$ cat src/rtl/furc_pkg.sv
// Package for the flash update request controller.
// Holds the shared codes, widths, structs and state encoding; depends on nothing.
package furc_pkg;

  localparam int unsigned ADDR_W  = 25;
  localparam int unsigned CFG_W   = 18;
  localparam int unsigned CNT_W   = 7;
  localparam int unsigned OFF_W   = 6;
  localparam int unsigned ALU_W   = 32;
  localparam int unsigned SECT_W  = 6;
  localparam int unsigned MAX_SECT = 63;

  localparam logic [7:0] TYPE_VENDOR_OUT = 8'h40;
  localparam logic [7:0] TYPE_VENDOR_IN  = 8'hC0;

  localparam logic [7:0] REQ_ERASE     = 8'hB0;
  localparam logic [7:0] REQ_SET_ADDR  = 8'hB1;
  localparam logic [7:0] REQ_WRITE     = 8'hB2;
  localparam logic [7:0] REQ_READ      = 8'hB3;
  localparam logic [7:0] REQ_INFO      = 8'hB4;
  localparam logic [7:0] REQ_CPU_RESET = 8'hEB;

  localparam logic [15:0] ERASE_SETUP_LEN = 16'd8;
  localparam logic [15:0] INFO_BYTES      = 16'd17;

  localparam logic [1:0] CFG_REGION_BASE      = 2'd0;
  localparam logic [1:0] CFG_REGION_END       = 2'd1;
  localparam logic [1:0] CFG_ERASE_REGION_END = 2'd2;

  localparam logic [CFG_W-1:0] RST_REGION_BASE      = 18'd16384;
  localparam logic [CFG_W-1:0] RST_REGION_END       = 18'd69696;
  localparam logic [CFG_W-1:0] RST_ERASE_REGION_END = 18'd73728;

  typedef enum logic [1:0] {
    CMD_SETUP     = 2'd0,
    CMD_TICK      = 2'd1,
    CMD_BUS_RESET = 2'd2
  } cmd_e;

  typedef enum logic [1:0] {
    OP_NONE  = 2'd0,
    OP_ERASE = 2'd1,
    OP_WRITE = 2'd2,
    OP_READ  = 2'd3
  } op_e;

  typedef enum logic [3:0] {
    ACT_NOT_HANDLED = 4'd0,
    ACT_STALL       = 4'd1,
    ACT_ACK         = 4'd2,
    ACT_INFO        = 4'd3,
    ACT_READ        = 4'd4,
    ACT_PROGRAM     = 4'd5,
    ACT_ERASE       = 4'd6,
    ACT_CPU_RESET   = 4'd7,
    ACT_PHASE_ACK   = 4'd8
  } action_e;

  typedef enum logic [3:0] {
    ST_IDLE,
    ST_CHK_BASE,
    ST_CHK_END,
    ST_CHK_LEN,
    ST_EMIT,
    ST_READ,
    ST_WRITE,
    ST_ERASE,
    ST_ACK
  } state_e;

  typedef struct packed {
    logic [CFG_W-1:0] region_base;
    logic [CFG_W-1:0] region_end;
    logic [CFG_W-1:0] erase_region_end;
  } cfg_t;

  typedef struct packed {
    logic              valid;
    action_e           action;
    logic [ADDR_W-1:0] addr;
    logic [CNT_W-1:0]  count;
    logic [OFF_W-1:0]  offset;
    logic              last;
  } emit_t;

endpackage

$ cat src/rtl/flash_update_request_controller_top.sv
// Top level of the flash update request controller: configuration registers,
// result register and checks. Depends on furc_pkg, furc_seq and furc_alu.
//
//   Channel   Handshake                   Payload
//   in        in_valid_i / in_ready_o     command_i .. erase_length_i
//   out       out_valid_o / out_ready_i   action_o .. last_o
//   cfg       cfg_we_i                    cfg_idx_i, cfg_wdata_i
//
// A request is taken only while the sequencer is idle. Immediate answers pass through
// the emit state; a write or read setup and an erase tick pass through the base, end
// and length check states in the shared subtractor; an erase tick then emits one
// result per sector command and one ack. Each result needs the output register free.
// Reset is asynchronous and leaves nothing to clear afterwards.
module flash_update_request_controller_top import furc_pkg::*; #(
  parameter int unsigned EP0_BYTES    = 64,
  parameter int unsigned SECTOR_BYTES = 4096,
  parameter int unsigned PAGE_BYTES   = 256
) (
  input  logic              clk_i,
  input  logic              rst_ni,
  input  logic              cfg_we_i,
  input  logic [1:0]        cfg_idx_i,
  input  logic [CFG_W-1:0]  cfg_wdata_i,
  input  logic              in_valid_i,
  output logic              in_ready_o,
  input  logic [1:0]        command_i,
  input  logic [7:0]        request_type_i,
  input  logic [7:0]        request_code_i,
  input  logic [7:0]        value_low_i,
  input  logic [7:0]        value_high_i,
  input  logic [7:0]        index_low_i,
  input  logic [15:0]       request_length_i,
  input  logic [31:0]       erase_start_i,
  input  logic [31:0]       erase_length_i,
  output logic              out_valid_o,
  input  logic              out_ready_i,
  output logic [3:0]        action_o,
  output logic [ADDR_W-1:0] flash_address_o,
  output logic [CNT_W-1:0]  byte_count_o,
  output logic [OFF_W-1:0]  buffer_offset_o,
  output logic              last_o
);

  cfg_t  cfg_q, cfg_d;
  emit_t emit;
  logic  emit_ok;
  logic  out_valid_q;
  emit_t res_q;

  always_comb begin
    cfg_d = cfg_q;
    if (cfg_we_i) begin
      unique case (cfg_idx_i)
        CFG_REGION_BASE:      cfg_d.region_base      = cfg_wdata_i;
        CFG_REGION_END:       cfg_d.region_end       = cfg_wdata_i;
        CFG_ERASE_REGION_END: cfg_d.erase_region_end = cfg_wdata_i;
        default:              cfg_d = cfg_q;
      endcase
    end
  end

  always_ff @(posedge clk_i or negedge rst_ni) begin
    if (!rst_ni) begin
      cfg_q.region_base      <= RST_REGION_BASE;
      cfg_q.region_end       <= RST_REGION_END;
      cfg_q.erase_region_end <= RST_ERASE_REGION_END;
    end else begin
      cfg_q <= cfg_d;
    end
  end

  furc_seq #(
    .EP0_BYTES   (EP0_BYTES),
    .SECTOR_BYTES(SECTOR_BYTES),
    .PAGE_BYTES  (PAGE_BYTES)
  ) u_seq (
    .clk_i           (clk_i),
    .rst_ni          (rst_ni),
    .cfg_i           (cfg_q),
    .in_valid_i      (in_valid_i),
    .in_ready_o      (in_ready_o),
    .command_i       (command_i),
    .request_type_i  (request_type_i),
    .request_code_i  (request_code_i),
    .value_low_i     (value_low_i),
    .value_high_i    (value_high_i),
    .index_low_i     (index_low_i),
    .request_length_i(request_length_i),
    .erase_start_i   (erase_start_i),
    .erase_length_i  (erase_length_i),
    .emit_o          (emit),
    .emit_ok_i       (emit_ok)
  );

  assign emit_ok = !out_valid_q || out_ready_i;

  always_ff @(posedge clk_i or negedge rst_ni) begin
    if (!rst_ni) begin
      out_valid_q <= 1'b0;
    end else if (emit_ok) begin
      out_valid_q <= emit.valid;
    end
  end

  always_ff @(posedge clk_i) begin
    if (emit_ok && emit.valid) begin
      res_q <= emit;
    end
  end

  assign out_valid_o     = out_valid_q;
  assign action_o        = res_q.action;
  assign flash_address_o = res_q.addr;
  assign byte_count_o    = res_q.count;
  assign buffer_offset_o = res_q.offset;
  assign last_o          = res_q.last;

`ifndef SYNTHESIS
  a_idle_no_emit: assert property (@(posedge clk_i) disable iff (!rst_ni)
    in_ready_o |-> !emit.valid)
    else $error("Sequencer offers a result while taking a new request.");

  a_stall_is_last: assert property (@(posedge clk_i) disable iff (!rst_ni)
    (out_valid_o && action_o == ACT_STALL) |-> (last_o && flash_address_o == '0))
    else $error("A stall result is not the only result of its request.");

  a_cpu_reset_after_ack: assert property (@(posedge clk_i) disable iff (!rst_ni)
    (emit.valid && emit_ok && emit.action == ACT_ACK && !emit.last) |=>
      (emit.valid && emit.action == ACT_CPU_RESET && emit.last))
    else $error("Cpu reset result does not follow its ack.");

  a_program_in_page: assert property (@(posedge clk_i) disable iff (!rst_ni)
    (emit.valid && emit.action == ACT_PROGRAM) |->
      (emit.count != '0 && (32'(emit.addr % PAGE_BYTES) + 32'(emit.count)) <= PAGE_BYTES))
    else $error("Program command crosses a page.");
`endif

endmodule

$ cat src/rtl/furc_alu.sv
// Shared add and subtract unit of the flash update request controller.
// Depends on furc_pkg for the operand width.
module furc_alu import furc_pkg::*; (
  input  logic             sub_i,
  input  logic [ALU_W-1:0] a_i,
  input  logic [ALU_W-1:0] b_i,
  output logic [ALU_W-1:0] sum_o,
  output logic             borrow_o
);

  logic [ALU_W:0] res;

  assign res      = sub_i ? ({1'b0, a_i} - {1'b0, b_i}) : ({1'b0, a_i} + {1'b0, b_i});
  assign sum_o    = res[ALU_W-1:0];
  assign borrow_o = sub_i & res[ALU_W];

endmodule

$ cat src/rtl/furc_seq.sv
// Sequencer of the flash update request controller: decode, range checks and
// splitting of operations into results. Depends on furc_pkg and furc_alu.
module furc_seq import furc_pkg::*; #(
  parameter int unsigned EP0_BYTES    = 64,
  parameter int unsigned SECTOR_BYTES = 4096,
  parameter int unsigned PAGE_BYTES   = 256
) (
  input  logic        clk_i,
  input  logic        rst_ni,
  input  cfg_t        cfg_i,
  input  logic        in_valid_i,
  output logic        in_ready_o,
  input  logic [1:0]  command_i,
  input  logic [7:0]  request_type_i,
  input  logic [7:0]  request_code_i,
  input  logic [7:0]  value_low_i,
  input  logic [7:0]  value_high_i,
  input  logic [7:0]  index_low_i,
  input  logic [15:0] request_length_i,
  input  logic [31:0] erase_start_i,
  input  logic [31:0] erase_length_i,
  output emit_t       emit_o,
  input  logic        emit_ok_i
);

  localparam int unsigned SEC_W = $clog2(SECTOR_BYTES);
  localparam int unsigned PG_W  = $clog2(PAGE_BYTES);
  localparam int unsigned PL_W  = PG_W + 1;
  localparam logic [ALU_W-1:0] SEC_MASK = ALU_W'(SECTOR_BYTES - 1);

  state_e            state_q, state_d;
  op_e               pend_q, pend_d;
  op_e               arm_q, arm_d;
  logic [ADDR_W-1:0] ta_q, ta_d;
  logic [CNT_W-1:0]  plen_q, plen_d;
  logic [ALU_W-1:0]  opa_q, opa_d;
  logic [ALU_W-1:0]  opb_q, opb_d;
  logic [ALU_W-1:0]  diff_q, diff_d;
  logic [ADDR_W-1:0] cur_q, cur_d;
  logic [CNT_W-1:0]  rem_q, rem_d;
  logic [OFF_W-1:0]  off_q, off_d;
  logic [SECT_W-1:0] nsec_q, nsec_d;
  action_e           ract_q, ract_d;
  logic [CNT_W-1:0]  rcnt_q, rcnt_d;
  logic              more_q, more_d;

  logic              alu_sub;
  logic [ALU_W-1:0]  alu_a, alu_b, alu_sum;
  logic              alu_borrow;

  cmd_e              cmd;
  logic              is_out, is_in;
  logic              emit_now;
  action_e           emit_act;
  logic              bad;
  logic [CFG_W-1:0]  limit;
  logic [PL_W-1:0]   page_left;
  logic [CNT_W-1:0]  chunk;

  furc_alu u_alu (
    .sub_i   (alu_sub),
    .a_i     (alu_a),
    .b_i     (alu_b),
    .sum_o   (alu_sum),
    .borrow_o(alu_borrow)
  );

  assign cmd    = cmd_e'(command_i);
  assign is_out = (request_type_i == TYPE_VENDOR_OUT);
  assign is_in  = (request_type_i == TYPE_VENDOR_IN);
  assign limit  = (arm_q == OP_ERASE) ? cfg_i.erase_region_end : cfg_i.region_end;

  assign page_left = PL_W'(PAGE_BYTES) - PL_W'(cur_q[PG_W-1:0]);
  assign chunk     = (page_left < PL_W'(rem_q)) ? CNT_W'(page_left) : rem_q;

  always_comb begin
    state_d  = state_q;
    pend_d   = pend_q;
    arm_d    = arm_q;
    ta_d     = ta_q;
    plen_d   = plen_q;
    opa_d    = opa_q;
    opb_d    = opb_q;
    diff_d   = diff_q;
    cur_d    = cur_q;
    rem_d    = rem_q;
    off_d    = off_q;
    nsec_d   = nsec_q;
    ract_d   = ract_q;
    rcnt_d   = rcnt_q;
    more_d   = more_q;
    emit_now = 1'b0;
    emit_act = ACT_NOT_HANDLED;
    bad      = 1'b0;
    alu_sub  = 1'b1;
    alu_a    = opa_q;
    alu_b    = ALU_W'(cfg_i.region_base);
    emit_o   = '0;
    in_ready_o = (state_q == ST_IDLE);

    unique case (state_q)
      ST_IDLE: begin
        if (in_valid_i) begin
          more_d = 1'b0;
          case (cmd)
            CMD_SETUP: begin
              pend_d = OP_NONE;
              if (is_out && request_code_i == REQ_ERASE) begin
                if (request_length_i != ERASE_SETUP_LEN) begin
                  emit_now = 1'b1;
                  emit_act = ACT_STALL;
                end else begin
                  pend_d = OP_ERASE;
                end
              end else if (is_out && request_code_i == REQ_SET_ADDR) begin
                emit_now = 1'b1;
                if (request_length_i != '0) begin
                  emit_act = ACT_STALL;
                end else begin
                  emit_act = ACT_ACK;
                  ta_d = {1'b0, index_low_i, value_high_i, value_low_i};
                end
              end else if ((is_out && request_code_i == REQ_WRITE) ||
                           (is_in && request_code_i == REQ_READ)) begin
                if (request_length_i == '0 || request_length_i > 16'(EP0_BYTES)) begin
                  emit_now = 1'b1;
                  emit_act = ACT_STALL;
                end else begin
                  opa_d   = ALU_W'(ta_q);
                  opb_d   = ALU_W'(request_length_i);
                  arm_d   = (request_code_i == REQ_WRITE) ? OP_WRITE : OP_READ;
                  state_d = ST_CHK_BASE;
                end
              end else if (is_in && request_code_i == REQ_INFO) begin
                emit_now = 1'b1;
                emit_act = (request_length_i != INFO_BYTES) ? ACT_STALL : ACT_INFO;
              end else if (is_out && request_code_i == REQ_CPU_RESET) begin
                emit_now = 1'b1;
                if (request_length_i != '0) begin
                  emit_act = ACT_STALL;
                end else begin
                  emit_act = ACT_ACK;
                  more_d   = 1'b1;
                end
              end else begin
                emit_now = 1'b1;
                emit_act = ACT_NOT_HANDLED;
              end
            end
            CMD_TICK: begin
              pend_d = OP_NONE;
              unique case (pend_q)
                OP_NONE: begin
                  emit_now = 1'b1;
                  emit_act = ACT_PHASE_ACK;
                end
                OP_READ: state_d = ST_READ;
                OP_WRITE: begin
                  cur_d   = ta_q;
                  rem_d   = plen_q;
                  off_d   = '0;
                  state_d = ST_WRITE;
                end
                OP_ERASE: begin
                  opa_d   = erase_start_i;
                  opb_d   = erase_length_i;
                  arm_d   = OP_ERASE;
                  state_d = ST_CHK_BASE;
                end
                default: state_d = ST_IDLE;
              endcase
            end
            CMD_BUS_RESET: begin
              pend_d = OP_NONE;
              ta_d   = '0;
            end
            default: state_d = ST_IDLE;
          endcase
          if (emit_now) begin
            ract_d  = emit_act;
            rcnt_d  = (emit_act == ACT_INFO) ? CNT_W'(INFO_BYTES) : '0;
            state_d = ST_EMIT;
          end
        end
      end
      ST_CHK_BASE: begin
        bad = alu_borrow;
        if (arm_q == OP_ERASE) begin
          bad = alu_borrow || ((opa_q & SEC_MASK) != '0) || ((opb_q & SEC_MASK) != '0) ||
                (opb_q == '0) || ((opb_q >> SEC_W) > ALU_W'(MAX_SECT));
        end
        state_d = ST_CHK_END;
      end
      ST_CHK_END: begin
        alu_a   = ALU_W'(limit);
        alu_b   = opa_q;
        bad     = alu_borrow;
        diff_d  = alu_sum;
        state_d = ST_CHK_LEN;
      end
      ST_CHK_LEN: begin
        alu_a = diff_q;
        alu_b = opb_q;
        bad   = alu_borrow;
        if (arm_q == OP_ERASE) begin
          cur_d   = opa_q[ADDR_W-1:0];
          nsec_d  = opb_q[SEC_W +: SECT_W];
          state_d = ST_ERASE;
        end else begin
          pend_d  = arm_q;
          plen_d  = opb_q[CNT_W-1:0];
          state_d = ST_IDLE;
        end
      end
      ST_EMIT: begin
        emit_o.valid  = 1'b1;
        emit_o.action = ract_q;
        emit_o.count  = rcnt_q;
        emit_o.last   = !more_q;
        if (emit_ok_i) begin
          if (more_q) begin
            ract_d = ACT_CPU_RESET;
            rcnt_d = '0;
            more_d = 1'b0;
          end else begin
            state_d = ST_IDLE;
          end
        end
      end
      ST_READ: begin
        alu_sub       = 1'b0;
        alu_a         = ALU_W'(ta_q);
        alu_b         = ALU_W'(plen_q);
        emit_o.valid  = 1'b1;
        emit_o.action = ACT_READ;
        emit_o.addr   = ta_q;
        emit_o.count  = plen_q;
        emit_o.last   = 1'b1;
        if (emit_ok_i) begin
          ta_d    = alu_sum[ADDR_W-1:0];
          state_d = ST_IDLE;
        end
      end
      ST_WRITE: begin
        alu_sub       = 1'b0;
        alu_a         = ALU_W'(cur_q);
        alu_b         = ALU_W'(chunk);
        emit_o.valid  = 1'b1;
        emit_o.action = ACT_PROGRAM;
        emit_o.addr   = cur_q;
        emit_o.count  = chunk;
        emit_o.offset = off_q;
        if (emit_ok_i) begin
          cur_d = alu_sum[ADDR_W-1:0];
          off_d = off_q + OFF_W'(chunk);
          rem_d = rem_q - chunk;
          if (rem_q == chunk) begin
            ta_d    = alu_sum[ADDR_W-1:0];
            state_d = ST_ACK;
          end
        end
      end
      ST_ERASE: begin
        alu_sub       = 1'b0;
        alu_a         = ALU_W'(cur_q);
        alu_b         = ALU_W'(SECTOR_BYTES);
        emit_o.valid  = 1'b1;
        emit_o.action = ACT_ERASE;
        emit_o.addr   = cur_q;
        if (emit_ok_i) begin
          cur_d  = alu_sum[ADDR_W-1:0];
          nsec_d = nsec_q - SECT_W'(1);
          if (nsec_q == SECT_W'(1)) begin
            state_d = ST_ACK;
          end
        end
      end
      ST_ACK: begin
        emit_o.valid  = 1'b1;
        emit_o.action = ACT_ACK;
        emit_o.last   = 1'b1;
        if (emit_ok_i) begin
          state_d = ST_IDLE;
        end
      end
      default: state_d = ST_IDLE;
    endcase

    if (bad) begin
      ract_d  = ACT_STALL;
      rcnt_d  = '0;
      more_d  = 1'b0;
      pend_d  = pend_q;
      state_d = ST_EMIT;
    end
  end

  always_ff @(posedge clk_i or negedge rst_ni) begin
    if (!rst_ni) begin
      state_q <= ST_IDLE;
      pend_q  <= OP_NONE;
      ta_q    <= '0;
      plen_q  <= '0;
    end else begin
      state_q <= state_d;
      pend_q  <= pend_d;
      ta_q    <= ta_d;
      plen_q  <= plen_d;
    end
  end

  always_ff @(posedge clk_i) begin
    arm_q  <= arm_d;
    opa_q  <= opa_d;
    opb_q  <= opb_d;
    diff_q <= diff_d;
    cur_q  <= cur_d;
    rem_q  <= rem_d;
    off_q  <= off_d;
    nsec_q <= nsec_d;
    ract_q <= ract_d;
    rcnt_q <= rcnt_d;
    more_q <= more_d;
  end

endmodule

$ cat config.mk
export PLATFORM = sky130hd
export DESIGN_NAME = flash_update_request_controller_top
export DESIGN_NICKNAME = d
export VERILOG_FILES = /design/src/rtl/furc_pkg.sv /design/src/rtl/flash_update_request_controller_top.sv /design/src/rtl/furc_alu.sv /design/src/rtl/furc_seq.sv
export SDC_FILE = /design/constraint.sdc
export NUM_CORES = 1
export LEC_CHECK = 0
export BUFFER_PORTS_ARGS = -buffer_cell sky130_fd_sc_hd__buf_2
export CAP_MARGIN = 20
export CORE_UTILIZATION = 51
export DETAILED_ROUTE_END_ITERATION = 16
export PLACE_DENSITY = 0.67
export SYNTH_ARGS = -nofsm -noshare
export SYNTH_HDL_FRONTEND = slang
export SYNTH_SLANG_ARGS = --single-unit
$ cat constraint.sdc
create_clock -name clk_i -period 8.35 [get_ports clk_i]
set_input_delay 1.67 -clock clk_i [delete_from_list [all_inputs] [get_ports clk_i]]
set_output_delay 1.67 -clock clk_i [all_outputs]
set_load 0.01 [all_outputs]
Word level (Yosys, flattened, before mapping)
Cells that the tools add are included.

storage, ports and cells
  bits in registers = 290
  output and inout port bits = 45
  word-level logic and storage cells = 277

operators by class
  add/sub/neg operators = 6
  $lt $le $gt $ge = 3
  equality and inequality tests = 66
  multiplexer cells = 125
  bitwise logic cells = 3
  reductions and logical operators = 50

operators by type and width
  operator                                        count
  32-bit two-way mux                              10
  25-bit two-way mux                              11
  32-bit one-hot mux with 5 select lines          1
  25-bit one-hot mux with 3 select lines          2
  32-bit one-hot mux with 2 select lines          2
  32-bit one-hot mux with 4 select lines          1
  4-bit two-way mux                               25
  25-bit one-hot mux with 2 select lines          2
  32-bit nonzero test                             2
  7-bit two-way mux                               9
  8-bit == test (second input constant)           7
  6-bit two-way mux                               6
  32-bit by 32-bit adder with 33-bit output       1
  33-bit two-way mux                              1
  32-bit by 32-bit subtractor with 33-bit output  1
  32-bit logical NOT                              1
  4-bit one-hot mux with 8 select lines           1
  7-bit one-hot mux with 2 select lines           2
  5-bit one-hot mux with 5 select lines           1
  4-bit one-hot mux with 3 select lines           2
  6-bit one-hot mux with 2 select lines           2
  1-bit two-way mux                               23
  2-bit two-way mux                               11
  7-bit one-hot mux with 3 select lines           1
  other kinds (53)                                128

Depth between registers and ports, before layout
  depth in word-level cells = 15
  mapped depth = 28
  gate-level depth less buffers = 28

Modules after synthesis
From an unflattened synthesis, not the netlist that was laid out.

unflattened totals
  cells, all modules = 1594
  area total of the unflattened synthesis = 16608.4 µm²

modules (own cells, without submodules)
  module                               instances  cells each  area each (µm²)
  furc_seq                             1          1082        10772.8
  flash_update_request_controller_top  1          162         3438.3
  furc_alu                             1          350         2397.3

Worst setup path before layout
No wires, ideal clock.

  path type = flip-flop to flip-flop
  start point = register u_seq.cur_q[0]
  end point = register u_seq.ta_q[14]
  library setup time = 119 ps
  arrival time = 6169 ps
  data required time = 8231 ps
  setup slack = 2062 ps
  stages on the path, launching flop included = 25
  period minus slack after synthesis = 6288 ps
  cells stage by stage = edfxtp_1 > inv_1 > ha_1 > nand2b_1 > nor4_1 > xnor2_1 > ha_1 > o2111ai_1 > nor2_1 > nor2_4 > mux2_2 > a221oi_2 > nand3_1 > nor3b_1 > nor2_1 > xor2_1 > ha_1 > a2111oi_0 > a211oi_1 > o21a_1 > o21ai_0 > mux2_2 > a2111oi_0 > o211ai_1 > o21a_1

on the way
  longest elaborated chain between the ends = 9
  elaborated cells between the ends (all ways) = 15
  classes of those cells = add/sub (3); order compare (1); eq/ne (2); mux (8); reduce/logical (1)

ends and longest elaborated chain
  element                                                                                                      RTL line         RTL
  start, declared                                                                                              furc_seq.sv:39   logic [ADDR_W-1:0] cur_q, cur_d;
  start signal, assigned                                                                                       furc_seq.sv:317  cur_q <= cur_d;
  9-bit by 8-bit subtractor with 9-bit output                                                                  furc_seq.sv:73   assign page_left = PL_W'(PAGE_BYTES) - PL_W'(cur_q[PG_W-1:0]);
  9-bit by 7-bit < comparator with 1-bit output                                                                furc_seq.sv:74   assign chunk = (page_left < PL_W'(rem_q)) ? CNT_W'(page_left) : rem_q;
  7-bit two-way mux                                                                                            furc_seq.sv:74
  32-bit one-hot mux with 5 select lines                                                                       furc_seq.sv:101  unique case (state_q)
  32-bit by 32-bit subtractor with 33-bit output or 32-bit by 32-bit adder with 33-bit output (tied branches)  furc_alu.sv:13   assign res = sub_i ? ({1'b0, a_i} - {1'b0, b_i}) : ({1'b0, a_i} + {1'b0, b_i});
  33-bit two-way mux                                                                                           furc_alu.sv:13
  25-bit two-way mux                                                                                           furc_seq.sv:257  if (rem_q == chunk) begin
  25-bit two-way mux                                                                                           furc_seq.sv:253  if (emit_ok_i) begin
  25-bit one-hot mux with 3 select lines                                                                       furc_seq.sv:101
  end signal, assigned                                                                                         furc_seq.sv:307  ta_q <= ta_d;
  end, declared                                                                                                furc_seq.sv:34   logic [ADDR_W-1:0] ta_q, ta_d;

Several ways; a longest one is shown, not always the timed one. The select of a mux whose other input is x is not followed.
A chain may end at the register's enable or synchronous reset.

Final worst setup path
Ends and elaborated chain as after synthesis.

==> results_dict.tcl <==
set metrics [dict create \
    pwr-share-seq_pct 30.7 \
    switching_power_uw 3439 \
    rows 65 \
    syn_area_per_cell_um2 10.41 \
    htree_levels 1 \
    slowest_stage "a2111oi_0" \
    internal_power_uw 4556 \
    overflow 0 \
    worst_slack_ps 856.7 \
    period_share_pct 89.74 \
    postCtsSetupBuffers 0 \
    drtAntennaViolNets 0 \
    grtUsageTotal_pct 30.53 \
    min_path_type "reg -> reg" \
    worstSkewPairLatency_ps 570 \
    drc_errors 0 \
    grt_pass1_wl_um 77150 \
    skew_ps 17.75 \
    peakVddDrop_uv 196.7 \
    maxCapViolations 0 \
    vias 13640 \
    avgViaCountPerCell 6.117 \
    crit_required_ps 8810 \
    p_per_area_nw_per_um2 417.9 \
    critPathKind "reg -> reg" \
    io_pins 192 \
    grt_max_degree 73 \
    cts_tree "built" \
    dp_hpwl_um 37860 \
    end_kind "flip-flop" \
    synth_top_flop_cell "edfxtp_1" \
    root_buffer "clkbuf_16" \
    sw_frac_of_total_pct 43.01 \
    combPwrFrac_pct 51.9 \
    hold_ws_ps 489.2 \
    syn-num-nets 1808 \
    leakage_uw 0.007677 \
    fillers 2723 \
    place_ws_ps 828.6 \
    die_w_um 182.8 \
    syn_inst 1601 \
    ys_seq_area_share_pct 48.07 \
    fin_nets 1978 \
    grt_pass1_vias 12918 \
    cp_top_family "compound AO/OA/AOI/OAI gates" \
    drtPass1Iterations 6 \
    arrival_ps 7950 \
    routedWlPerCell_um 22.87 \
    p_clk_share_pct 17.3 \
    syn_area_um2 16660 \
    area_growth_syn_to_layout_pct 14.81 \
    worst_slew_pin_slew_ps 1099 \
    crit_fanout 8 \
    clockBufferDepth 3 \
    worst-path-buf-inv 1 \
    portBuffers 191 \
    cts_made_buffers 31 \
    synth_edf_count 185 \
    synth_common_cells "185 x edfxtp_1, 165 x nand2_1, 115 x nor2_1" \
    die_y_um 182.8 \
    cts_resized 0 \
    fin_crit_ps 7493 \
    core_um2 31880 \
    start_util_pct 52.27 \
    rsz0062_at_grt "no" \
    clk_pin_slew_ps 60 \
    synthTopCellsByArea "edfxtp_1 33%, dfrtp_1 13%, mux2_2 7.0%" \
    drive_gt1_share_pct 22.73 \
    tns_ps 0 \
    slew_violations 0 \
    hold_viol_final 0 \
    async_reset_ff_share_pct 32.75 \
    cp-start-kind "flip-flop" \
    drt_first_iter_violations 1243 \
    place_area_um2 18110 \
    synth_top_area_share_pct 33.34 \
    fin_area_um2 19130 \
    finalSetupViolCount 0 \
    place_congestion 0.9546 \
    antenna_cells 0 \
    yosys_warnings 0 \
    die-area_um2 33400 \
    max_slew_margin_pct 26.63 \
    status "finished, final reports clean" \
    max_clock_freq_ghz 0.1335 \
    yosysTopAreaCell "edfxtp_1" \
    synth.most_common_cell "edfxtp_1" \
    hold_buffers 0 \
    synth-seq-cells 284 \
    critPathMostFrequentCell "ha_1" \
    wirelength_um 51000 \
    critPathMaxStageDelay_ps 720 \
    antenna_found_initial 0 \
    netlist-cell-type-count 88 \
    clock_sinks 284 \
    path_cells "inv_1, ha_1, nand2b_1, nor4_1, xnor2_1, ha_1, o2111ai_1, nor2_1, nor2_4, mux2i_1, a221oi_1, nand3_1, nor3b_1, nor2_1, xor2_1, ha_1, a2111oi_1, a211oi_1, o21a_1, o21ai_0, mux2_2, a2111oi_0, o211ai_1, o21a_1" \
]
## logic make-up (layout without fill, tap and decap cells)
kind of cell,Yosys count,in the layout,share of synthesized area (%)
compound gates,422,422,17.10
buf+inv,133,327,3.033
mux,129,129,8.522
flops,284,284,48.07
xor+xnor,63,63,3.311
fa+ha+maj,60,60,4.640
simple gates,510,510,15.32
## worst min-delay path: stages (launching register included)
cell	delay, ps
dfxtp_1	310
o21ai_0	70
a21oi_1	60
## stage by stage
step,power [uW],utilization (%),cells
finish,7996,60.01,2230
detailed placement,6559,56.82,2173
global placement,6498,56.82,2173
global route,8518,60.01,2230
floorplan,5383,-,1601
CTS,7971,60.01,2230
## worst paths after layout
kind | start | endpoint | slack (ps) | depth (start not counted)
max in group asynchronous | rst_ni | u_seq.ta_q[23] | 6000 | 2
worst max-delay path | u_seq.cur_q[0] | u_seq.ta_q[14] | 860 | 24
worst min register to register | u_seq.ract_q[3] | u_seq.ract_q[3] | 490 | 2
min in group asynchronous | rst_ni | cfg_q[48] | 1040 | 1
worst min-delay path | u_seq.ract_q[3] | u_seq.ract_q[3] | 490 | 2
worst max register to register | u_seq.cur_q[0] | u_seq.ta_q[14] | 860 | 24
## cells in the final DEF, fill, tap and decap left out, types with 53 or more instances in the layout
| cell type | instances |
|---|---|
| mux2_2 | 103 |
| edfxtp_1 | 185 |
| a21oi_1 | 114 |
| ha_1 | 56 |
| o21ai_0 | 83 |
| dfrtp_1 | 87 |
| inv_1 | 53 |
| nand2_1 | 165 |
| nor2_1 | 112 |
| buf_2 | 190 |
## metal layers
metal  part of all wire (%)  global-route usage, %
met2                     44                  47.39
met3                    8.8                  5.620
met1                     44                  43.51
met4                    2.9                  9.176
met5                      0                      0
## registers in the layout, summed over array words and instances (netlist names), 6 cells and up
| register | count |
|---|---|
| buffer_offset_o | 6 |
| byte_count_o | 7 |
| cfg_q | 54 |
| flash_address_o | 25 |
| u_seq.cur_q | 25 |
| u_seq.diff_q | 32 |
| u_seq.nsec_q | 6 |
| u_seq.off_q | 6 |
| u_seq.opa_q | 32 |
| u_seq.opb_q | 32 |
| u_seq.plen_q | 7 |
| u_seq.rem_q | 7 |
| u_seq.ta_q | 25 |
## area by class of cell
| cell class | count | area (um^2) | share of cell area (%) |
|---|---|---|---|
| inverters | 54 | 202.7 | 1.059 |
| repair buffers | 216 | 1146 | 5.990 |
| flip-flops and latches | 284 | 8010 | 41.87 |
| clock buffers | 46 | 873.3 | 4.565 |
| clock inverters | 11 | 143.9 | 0.7521 |
| multi-input cells | 1184 | 8212 | 42.92 |
| well taps | 435 | 544.3 | 2.845 |
## power groups by stage
stage / Clock, uW / Sequential, uW / Combinational, uW
after CTS: 1400 / 2450 / 4120
final: 1390 / 2460 / 4150
after global placement: 0 / 2460 / 4040
after floorplan: 0 / 2400 / 2980
after detailed placement: 0 / 2470 / 4090
after global routing: 1450 / 2500 / 4570
No activity file was read; power rests on OpenSTA's default activity.
